==> src/hdl/olisr_pkg.sv <==
// ----------------------------------------------------------------------------
// olisr_pkg
// Shared types and constants for the ordered list block: command and status
// codes, sequencer states and the slot allocator request.
// ----------------------------------------------------------------------------
package olisr_pkg;

  // Default node pool size
  localparam int unsigned DefCapacity = 64;

  // Width of the data values held in the list
  localparam int unsigned ValueW = 32;

  typedef enum logic [1:0] {
    CMD_APPEND = 2'd0,
    CMD_SEARCH = 2'd1,
    CMD_REMOVE = 2'd2
  } cmd_e;

  typedef enum logic [1:0] {
    ST_OK     = 2'd0,
    ST_ABSENT = 2'd1,
    ST_FULL   = 2'd2
  } status_e;

  typedef enum logic [2:0] {
    S_IDLE,
    S_APP_POP,
    S_APP_NODE,
    S_APP_LINK,
    S_WALK,
    S_RESP
  } seq_state_e;

  // Requests from the sequencer to the slot allocator
  typedef struct packed {
    logic pop;   // take a free slot, delivered next cycle
    logic push;  // return a slot to the free pool
  } alloc_req_t;

endpackage

==> src/hdl/ordered_list_insert_search_remove.sv <==
// ----------------------------------------------------------------------------
// ordered_list_insert_search_remove
// Insertion-ordered ring of values in a pool of linked nodes.
// Append steps through slot pop, node write and ring link, skipping the link
// into an empty list; search and remove walk the nodes one by one (up to
// CAPACITY), one node read per cycle from the node RAMs. Empty, full and unused
// commands go straight to the response step. One item is worked at a time; the
// next is taken in the cycle after its result is loaded, while that result waits to be taken.
// Reset clears the count and allocator; node RAMs are not cleared.
// ----------------------------------------------------------------------------
module ordered_list_insert_search_remove
  import olisr_pkg::*;
#(
  parameter int unsigned CAPACITY = DefCapacity,
  parameter int unsigned SlotW    = (CAPACITY > 1) ? $clog2(CAPACITY) : 1,
  parameter int unsigned CntW     = $clog2(CAPACITY + 1)
) (
  input  logic              clk_i,
  input  logic              rst_ni,
  input  logic              in_valid_i,
  output logic              in_stall_o,
  input  logic [1:0]        command_i,
  input  logic [ValueW-1:0] value_i,
  output logic              out_valid_o,
  input  logic              out_stall_i,
  output logic [1:0]        status_o,
  output logic [CntW-1:0]   entry_count_o
);

  seq_state_e       state_q, state_d;
  logic [1:0]       cmd_q, cmd_d;
  logic [ValueW-1:0] val_q, val_d;
  logic [SlotW-1:0] first_q, first_d;
  logic [SlotW-1:0] last_q, last_d;
  logic [CntW-1:0]  used_q, used_d;
  logic [SlotW-1:0] ptr_q, ptr_d;
  logic [CntW-1:0]  visit_q, visit_d;
  logic [SlotW-1:0] slot_q, slot_d;
  status_e          res_q, res_d;
  logic             out_valid_q, out_valid_d;
  logic [1:0]       status_q, status_d;
  logic [CntW-1:0]  count_q, count_d;

  // Node RAM ports
  logic [SlotW-1:0]  rd_addr;
  logic              val_we, fwd_we, bwd_we;
  logic [SlotW-1:0]  val_waddr, fwd_waddr, bwd_waddr;
  logic [ValueW-1:0] val_wdata;
  logic [SlotW-1:0]  fwd_wdata, bwd_wdata;
  logic [ValueW-1:0] val_rdata;
  logic [SlotW-1:0]  fwd_rdata, bwd_rdata;

  alloc_req_t       alloc_req;
  logic [SlotW-1:0] alloc_slot;
  logic             accept;
  logic             out_free;

  olisr_ram #(.Width(ValueW), .Depth(CAPACITY), .AddrW(SlotW)) u_value (
    .clk_i(clk_i), .we_i(val_we), .waddr_i(val_waddr), .wdata_i(val_wdata),
    .raddr_i(rd_addr), .rdata_o(val_rdata)
  );

  olisr_ram #(.Width(SlotW), .Depth(CAPACITY), .AddrW(SlotW)) u_forward (
    .clk_i(clk_i), .we_i(fwd_we), .waddr_i(fwd_waddr), .wdata_i(fwd_wdata),
    .raddr_i(rd_addr), .rdata_o(fwd_rdata)
  );

  olisr_ram #(.Width(SlotW), .Depth(CAPACITY), .AddrW(SlotW)) u_backward (
    .clk_i(clk_i), .we_i(bwd_we), .waddr_i(bwd_waddr), .wdata_i(bwd_wdata),
    .raddr_i(rd_addr), .rdata_o(bwd_rdata)
  );

  olisr_alloc #(.Capacity(CAPACITY), .SlotW(SlotW), .CntW(CntW)) u_alloc (
    .clk_i       (clk_i),
    .rst_ni      (rst_ni),
    .req_i       (alloc_req),
    .free_slot_i (ptr_q),
    .slot_o      (alloc_slot)
  );

  assign in_stall_o = (state_q != S_IDLE);
  assign accept     = in_valid_i && (state_q == S_IDLE);
  assign out_free   = !out_valid_q || !out_stall_i;

  // Sequencer: next state, list registers and RAM accesses
  always_comb begin
    state_d   = state_q;
    cmd_d     = cmd_q;
    val_d     = val_q;
    first_d   = first_q;
    last_d    = last_q;
    used_d    = used_q;
    ptr_d     = ptr_q;
    visit_d   = visit_q;
    slot_d    = slot_q;
    res_d     = res_q;
    rd_addr   = ptr_q;
    val_we    = 1'b0;
    fwd_we    = 1'b0;
    bwd_we    = 1'b0;
    val_waddr = slot_q;
    fwd_waddr = slot_q;
    bwd_waddr = slot_q;
    val_wdata = val_q;
    fwd_wdata = first_q;
    bwd_wdata = last_q;
    alloc_req = '0;

    unique case (state_q)
      S_IDLE: begin
        if (accept) begin
          cmd_d   = command_i;
          val_d   = value_i;
          rd_addr = first_q;
          ptr_d   = first_q;
          visit_d = CntW'(1);
          priority case (command_i)
            CMD_APPEND: begin
              if (used_q == CntW'(CAPACITY)) begin
                res_d   = ST_FULL;
                state_d = S_RESP;
              end else begin
                state_d = S_APP_POP;
              end
            end
            CMD_SEARCH, CMD_REMOVE: begin
              if (used_q == '0) begin
                res_d   = ST_ABSENT;
                state_d = S_RESP;
              end else begin
                state_d = S_WALK;
              end
            end
            default: begin
              res_d   = ST_ABSENT;
              state_d = S_RESP;
            end
          endcase
        end
      end

      // Take a free slot
      S_APP_POP: begin
        alloc_req.pop = 1'b1;
        state_d       = S_APP_NODE;
      end

      // Write the new node; a lone node links to itself
      S_APP_NODE: begin
        slot_d    = alloc_slot;
        val_we    = 1'b1;
        fwd_we    = 1'b1;
        bwd_we    = 1'b1;
        val_waddr = alloc_slot;
        fwd_waddr = alloc_slot;
        bwd_waddr = alloc_slot;
        if (used_q == '0) begin
          fwd_wdata = alloc_slot;
          bwd_wdata = alloc_slot;
          first_d   = alloc_slot;
          last_d    = alloc_slot;
          used_d    = used_q + CntW'(1);
          res_d     = ST_OK;
          state_d   = S_RESP;
        end else begin
          state_d = S_APP_LINK;
        end
      end

      // Close the ring through the new tail
      S_APP_LINK: begin
        fwd_we    = 1'b1;
        bwd_we    = 1'b1;
        fwd_waddr = last_q;
        fwd_wdata = slot_q;
        bwd_waddr = first_q;
        bwd_wdata = slot_q;
        last_d    = slot_q;
        used_d    = used_q + CntW'(1);
        res_d     = ST_OK;
        state_d   = S_RESP;
      end

      // Check one node per cycle, advance along the forward link
      S_WALK: begin
        if (val_rdata == val_q) begin
          res_d   = ST_OK;
          state_d = S_RESP;
          if (cmd_q == CMD_REMOVE) begin
            alloc_req.push = 1'b1;
            used_d         = used_q - CntW'(1);
            if (used_q != CntW'(1)) begin
              bwd_we    = 1'b1;
              bwd_waddr = fwd_rdata;
              bwd_wdata = bwd_rdata;
              fwd_we    = 1'b1;
              fwd_waddr = bwd_rdata;
              fwd_wdata = fwd_rdata;
              if (ptr_q == first_q) begin
                first_d = fwd_rdata;
              end
              if (ptr_q == last_q) begin
                last_d = bwd_rdata;
              end
            end
          end
        end else if (visit_q == used_q) begin
          res_d   = ST_ABSENT;
          state_d = S_RESP;
        end else begin
          rd_addr = fwd_rdata;
          ptr_d   = fwd_rdata;
          visit_d = visit_q + CntW'(1);
        end
      end

      // Hand the result to the output register once it is free
      S_RESP: begin
        if (out_free) begin
          state_d = S_IDLE;
        end
      end

      default: begin
        state_d = S_IDLE;
      end
    endcase
  end

  // Output register: load on completion, drop once taken
  always_comb begin
    out_valid_d = out_valid_q;
    status_d    = status_q;
    count_d     = count_q;
    if (out_valid_q && !out_stall_i) begin
      out_valid_d = 1'b0;
    end
    if ((state_q == S_RESP) && out_free) begin
      out_valid_d = 1'b1;
      status_d    = res_q;
      count_d     = used_q;
    end
  end

  always_ff @(posedge clk_i or negedge rst_ni) begin
    if (!rst_ni) begin
      state_q     <= S_IDLE;
      first_q     <= '0;
      last_q      <= '0;
      used_q      <= '0;
      out_valid_q <= 1'b0;
    end else begin
      state_q     <= state_d;
      first_q     <= first_d;
      last_q      <= last_d;
      used_q      <= used_d;
      out_valid_q <= out_valid_d;
    end
  end

  // Payload registers
  always_ff @(posedge clk_i) begin
    cmd_q    <= cmd_d;
    val_q    <= val_d;
    ptr_q    <= ptr_d;
    visit_q  <= visit_d;
    slot_q   <= slot_d;
    res_q    <= res_d;
    status_q <= status_d;
    count_q  <= count_d;
  end

  assign out_valid_o   = out_valid_q;
  assign status_o      = status_q;
  assign entry_count_o = count_q;

  // The count never exceeds the pool
  a_count_bound: assert property (@(posedge clk_i) disable iff (!rst_ni)
    used_q <= CntW'(CAPACITY))
    else $error("list count exceeds capacity");

  // An append only takes a slot while the pool has room
  a_pop_room: assert property (@(posedge clk_i) disable iff (!rst_ni)
    (state_q == S_APP_POP) |-> (used_q < CntW'(CAPACITY)))
    else $error("slot taken from a full pool");

  // A walk never visits more nodes than are linked
  a_walk_bound: assert property (@(posedge clk_i) disable iff (!rst_ni)
    (state_q == S_WALK) |-> ((visit_q != '0) && (visit_q <= used_q)))
    else $error("walk ran past the list");

  // A new result only comes from the response step
  a_result_src: assert property (@(posedge clk_i) disable iff (!rst_ni)
    $rose(out_valid_q) |-> $past(state_q == S_RESP))
    else $error("result raised outside the response step");

endmodule

==> src/hdl/olisr_ram.sv <==
// ----------------------------------------------------------------------------
// olisr_ram
// Simple dual-port synchronous RAM: one write port, one read port with a
// registered read. Contents are not reset.
// ----------------------------------------------------------------------------
module olisr_ram #(
  parameter int unsigned Width = 32,
  parameter int unsigned Depth = 64,
  parameter int unsigned AddrW = (Depth > 1) ? $clog2(Depth) : 1
) (
  input  logic             clk_i,
  input  logic             we_i,
  input  logic [AddrW-1:0] waddr_i,
  input  logic [Width-1:0] wdata_i,
  input  logic [AddrW-1:0] raddr_i,
  output logic [Width-1:0] rdata_o
);

  logic [Width-1:0] mem_q [Depth];
  logic [Width-1:0] rdata_q;

  // Write port
  always_ff @(posedge clk_i) begin
    if (we_i) begin
      mem_q[waddr_i] <= wdata_i;
    end
  end

  // Registered read port
  always_ff @(posedge clk_i) begin
    rdata_q <= mem_q[raddr_i];
  end

  assign rdata_o = rdata_q;

endmodule

==> src/hdl/olisr_alloc.sv <==
// ----------------------------------------------------------------------------
// olisr_alloc
// Free slot allocator: slots never used yet come from a high-water counter,
// freed slots go onto a stack kept in a RAM. A pop delivers its slot on the
// following cycle.
// ----------------------------------------------------------------------------
module olisr_alloc
  import olisr_pkg::*;
#(
  parameter int unsigned Capacity = DefCapacity,
  parameter int unsigned SlotW    = (Capacity > 1) ? $clog2(Capacity) : 1,
  parameter int unsigned CntW     = $clog2(Capacity + 1)
) (
  input  logic             clk_i,
  input  logic             rst_ni,
  input  alloc_req_t       req_i,
  input  logic [SlotW-1:0] free_slot_i,
  output logic [SlotW-1:0] slot_o
);

  logic [CntW-1:0]  top_q, top_d;
  logic [CntW-1:0]  hwm_q, hwm_d;
  logic             from_stack_q, from_stack_d;
  logic [SlotW-1:0] fresh_q, fresh_d;
  logic [CntW-1:0]  top_dec;
  logic [SlotW-1:0] stack_rdata;

  assign top_dec = top_q - CntW'(1);

  // Free slot stack
  olisr_ram #(
    .Width (SlotW),
    .Depth (Capacity),
    .AddrW (SlotW)
  ) u_stack (
    .clk_i   (clk_i),
    .we_i    (req_i.push),
    .waddr_i (top_q[SlotW-1:0]),
    .wdata_i (free_slot_i),
    .raddr_i (top_dec[SlotW-1:0]),
    .rdata_o (stack_rdata)
  );

  // A push takes priority; a pop takes from the stack when it holds a slot, else advances the high-water mark
  always_comb begin
    top_d        = top_q;
    hwm_d        = hwm_q;
    from_stack_d = from_stack_q;
    fresh_d      = fresh_q;
    if (req_i.push) begin
      top_d = top_q + CntW'(1);
    end else if (req_i.pop) begin
      if (top_q != '0) begin
        top_d        = top_dec;
        from_stack_d = 1'b1;
      end else begin
        hwm_d        = hwm_q + CntW'(1);
        fresh_d      = hwm_q[SlotW-1:0];
        from_stack_d = 1'b0;
      end
    end
  end

  always_ff @(posedge clk_i or negedge rst_ni) begin
    if (!rst_ni) begin
      top_q        <= '0;
      hwm_q        <= '0;
      from_stack_q <= 1'b0;
    end else begin
      top_q        <= top_d;
      hwm_q        <= hwm_d;
      from_stack_q <= from_stack_d;
    end
  end

  always_ff @(posedge clk_i) begin
    fresh_q <= fresh_d;
  end

  assign slot_o = from_stack_q ? stack_rdata : fresh_q;

endmodule
==> config.mk <==
export PLATFORM = sky130hd
export DESIGN_NAME = ordered_list_insert_search_remove
export DESIGN_NICKNAME = d
export VERILOG_FILES = /design/src/hdl/olisr_pkg.sv /design/src/hdl/ordered_list_insert_search_remove.sv /design/src/hdl/olisr_ram.sv /design/src/hdl/olisr_alloc.sv
export SDC_FILE = /design/constraint.sdc
export NUM_CORES = 2
export LEC_CHECK = 0
export BUFFER_PORTS_ARGS = -buffer_cell sky130_fd_sc_hd__buf_2
export CORE_MARGIN = 2
export CORE_UTILIZATION = 68
export DETAILED_ROUTE_END_ITERATION = 8
export PLACE_DENSITY_LB_ADDON = 0.15
export SLEW_MARGIN = 20
export SYNTH_ARGS = -nofsm -noshare
export SYNTH_HDL_FRONTEND = slang
export SYNTH_HIERARCHICAL = 1
export SYNTH_SLANG_ARGS = --single-unit
==> constraint.sdc <==
create_clock -name clk_i -period 13.9 [get_ports clk_i]
set_clock_uncertainty 0.15 [all_clocks]
set_input_delay 2.78 -clock clk_i [delete_from_list [all_inputs] [get_ports clk_i]]
set_output_delay 2.78 -clock clk_i [all_outputs]
set_load 0.02 [all_outputs]
==> out/results.tsv <==
stage	metric	value	unit
synth	Seq/Total Area, Yosys	76.5	%
detailed_routing	drt first-iter violations	10787	
worst_setup_path	crit-path max FO	85	
synth	flops & latches, synth	3357	
cts	CTS tree	done	
detailed_routing	wire per inst	35.6	µm
die	Starting Density	68.5	%
sta	setup violators final	0	
grt	first-pass GRT wire length	469	mm
worst_setup_path	CP Data Required Time	14.58	ns
die	Rows	160	
synth	asr flop ratio synth	1.10	%
synth	syn_area_per_cell	21.4	µm²
die	core area	0.191	mm²
worst_hold_path	WHS Endpoint	status_o[1]	
cts	clk buf depth	4	
synth	mux share of post-synthesis cell area	16.0	%
detailed_routing	final WL	324	mm
sta	Final Hold Violating Endpoints	0	
sta	worst hold margin	0.286	ns
sta	period utilisation layout	56.6	%
grt	initial antenna violation count	15	
worst_setup_path	reg-to-reg critical path endpoint	u_backward/rdata_o[2]	
cts	clock slew at reported path FFs	0.06	ns
synth	Netlist Area Pre-Place	0.131	mm²
synth	Syn Inst Count	6111	
sta	Sum Neg Setup Slack	0	ns
die	Die Ht	442	µm
sta	RSZ-0062 raised after global routing	false	
worst_setup_path	R2R cell count	15	
detailed_routing	wire length on met1	114	mm
detailed_routing	Pre-antenna DRT Iters	9	
worst_setup_path	arrival time at the worst endpoint	8.55	ns
synth	ys flop type	edfxtp_1	
cts	post-cts hold buffer count	0	
placement	port bufs	48	
power_and_ir_drop	maximum vdd ir drop	0.298	mV
job	max cap viols	0	
detailed_routing	DR top layer	met5	
detailed_routing	routed wl met3	42.6	mm
detailed_routing	via count of the routed design	65957	
worst_hold_path	WHS Path Cells	0	
detailed_routing	Detail Route Antenna Nets	0	
sta	Worst Max-Slew Pin Slew	1.08	ns
sta	Slew Viols, Final	0	
sta	Slew headroom	27.7	%
cells_and_area	layout cell share with drive strength beyond 1	25.5	%
die	DIE WIDTH	442	µm
grt	vias in the first global route	66280	
cts	CTS H-tree lvls	5	
cts	CTS buffer count	332	
detailed_routing	vias per inst	7.25	
synth	number of synthesized flops with an enable pin	3258	
synth	largest family of logic cells by synthesized area	multiplexers	
synth	Synth Area in XOR/XNOR	0.503	%
placement	HPWL Detailed	173	mm
grt	gr usage total	33.6	%
worst_setup_path	Critical Path Source Type	flip-flop	
cts	post-CTS setup buffer count	0	
grt	GR Overflow Total	0	
power_and_ir_drop	PwrDens	249	mW/mm²
detailed_routing	met2 WL	154	mm
synth	Yosys warning count	6	
worst_setup_path	Crit Reg-Reg Startpoint	val_q[21]	
synth	Distinct cells, synth	82	
die	I/O pins	49	
cts	clock root cell	clkbuf_16	
worst_setup_path	reg2reg setup slack	6.03	ns
worst_setup_path	critical path endpoint category	flip-flop	
sta	max frequency	0.127	GHz
worst_setup_path	Crit Path Class	flip-flop to flip-flop	
cts	clk sink count	3357	
worst_hold_path	Worst Hold Class	flip-flop to flip-flop	
cts	post-CTS sizing	0	
synth	post-synthesis adder-cell area fraction	0.105	%
detailed_routing	Remaining DRCs	0	
run_status	status	completed	
worst_hold_path	hold_sp	res_q[1]	
placement	GPL Wtd Cong	0.898	
cells_and_area	Layout Nets	6390	
cells_and_area	synthesis-to-layout area growth	10.9	%
synth	Syn Nets	6160	
synth	simple-gate portion of the synthesized area	2.77	%
sta	Period minus WS final	7.87	ns
synth	Synth Area in Compound Gates	2.68	%
cts	clock latency on the worst-skew pair	0.97	ns
power_and_ir_drop	leakage	45.6	nW
die	die area	0.196	mm²
grt	largest net degree at the start of global routing	156	
[state kept, by name (all words and copies together), names as in the netlist, 7 cells and up]
signal	count
u_backward/mem_q	384
u_alloc/top_q	7
u_forward/mem_q	384
used_q	7
u_alloc/u_stack/mem_q	384
entry_count_o	7
u_value/mem_q	2048
val_q	32
visit_q	7
u_value/rdata_o	32
[worst max-delay path by stage]
| stage | depth (start not counted) | slack (ns) | start | endpoint |
|---|---|---|---|---|
| finish | 15 | 6.03 | val_q[21] | u_backward/rdata_o[2] |
| global route | 15 | 5.58 | val_q[21] | u_backward/rdata_o[2] |
| CTS | 15 | 5.70 | val_q[1] | u_backward/rdata_o[2] |
| detailed placement | 15 | 5.72 | val_q[1] | u_backward/rdata_o[2] |
| global placement | 13 | 5.91 | in_valid_i | u_backward/rdata_o[2] |
| floorplan | 12 | 7.68 | in_valid_i | u_value/rdata_o[17] |
[cells in the final DEF (no fill, tap or decap), drive strengths merged, types with 50 or more instances in the layout]
cell and n:
nor2 379, buf 231, xnor2 50, clkinv 124, clkbuf 416, mux2i 169, nand2 106, mux4 829
a21oi 123, dfxtp 62, edfxtp 3258, o22ai 125
[per-stage QoR]
stage                     setup WS (ns)  area (µm²)  power (mW)  utilization (%)  std cells
after floorplan                    7.68      131000        22.7                -       6111
after global placement             5.91      134000        26.9             70.5       8514
after detailed placement           5.72      134000        27.2             70.5       8514
after CTS                          5.70      145000        36.0             76.0       9094
after global routing               5.58      145000        37.2             76.0       9102
final                              6.03      145000        36.1             76.0       9103
[critical path, stage by stage, from the launching register on]
cell      delay [ns]
edfxtp_1        0.35
buf_4           0.32
xnor2_1         0.57
nand4_1         0.24
nor4_4          0.72
nand3_1         0.54
and2_1          0.50
a211oi_4        0.51
buf_12          0.51
buf_4           0.78
buf_4           0.77
mux4_1          0.64
nor2b_1         0.15
a211oi_1        0.35
a21oi_1         0.09
a32o_1          0.26
[power by group]
part           switching (mW)  internal [mW]
Combinational            8.87           5.74
Sequential              0.388           12.4
Clock                    3.66           5.04
Total                    12.9           23.2
[per-layer routing]
layer	vias up	global-route usage, %
li1	26030	-
met1	34240	47.9
met2	4957	51.8
met3	724	8.33
met4	6	12.4
met5	-	0
[synthesized netlist by cell type (all sizes together) (20+ instances only)]
cell type | number | area [µm²]
a211oi | 24 | 180
a21oi | 123 | 623
a22oi | 22 | 175
buf | 197 | 1270
clkbuf | 138 | 518
dfrtp | 37 | 926
dfxtp | 62 | 1240
edfxtp | 3258 | 97800
inv | 20 | 75.1
mux2 | 39 | 447
mux2i | 169 | 1690
mux4 | 829 | 18700
nand2 | 106 | 405
nand2b | 33 | 206
nand3 | 49 | 258
nand4 | 29 | 181
nor2 | 379 | 1420
nor2b | 43 | 269
nor3 | 37 | 195
o21ai | 43 | 226
o221ai | 49 | 429
o22ai | 125 | 782
xnor2 | 50 | 438
xor2 | 25 | 219
[area by class of cell]
type	count	area [µm²]
multi-input cells	2397	29500
inverters	22	88.8
flip-flops and latches	3357	100000
clock buffers	416	8860
well taps	2511	3140
diodes	5	12.5
repair buffers	231	1760
fillers	9724	45700
clock inverters	164	1530
[kinds of logic (layout without fill, tap and decap cells)]
group,after synthesis,in the layout
DFF,3357,3357
and+or+nand+nor,765,765
muxes,1037,1037
adders and majority gates,11,11
xor gates and xnor gates,75,75
buffers and inverters,357,833
AOI/OAI and AO/OA,509,509
other,0,5
(Power assumes the default switching activity.)
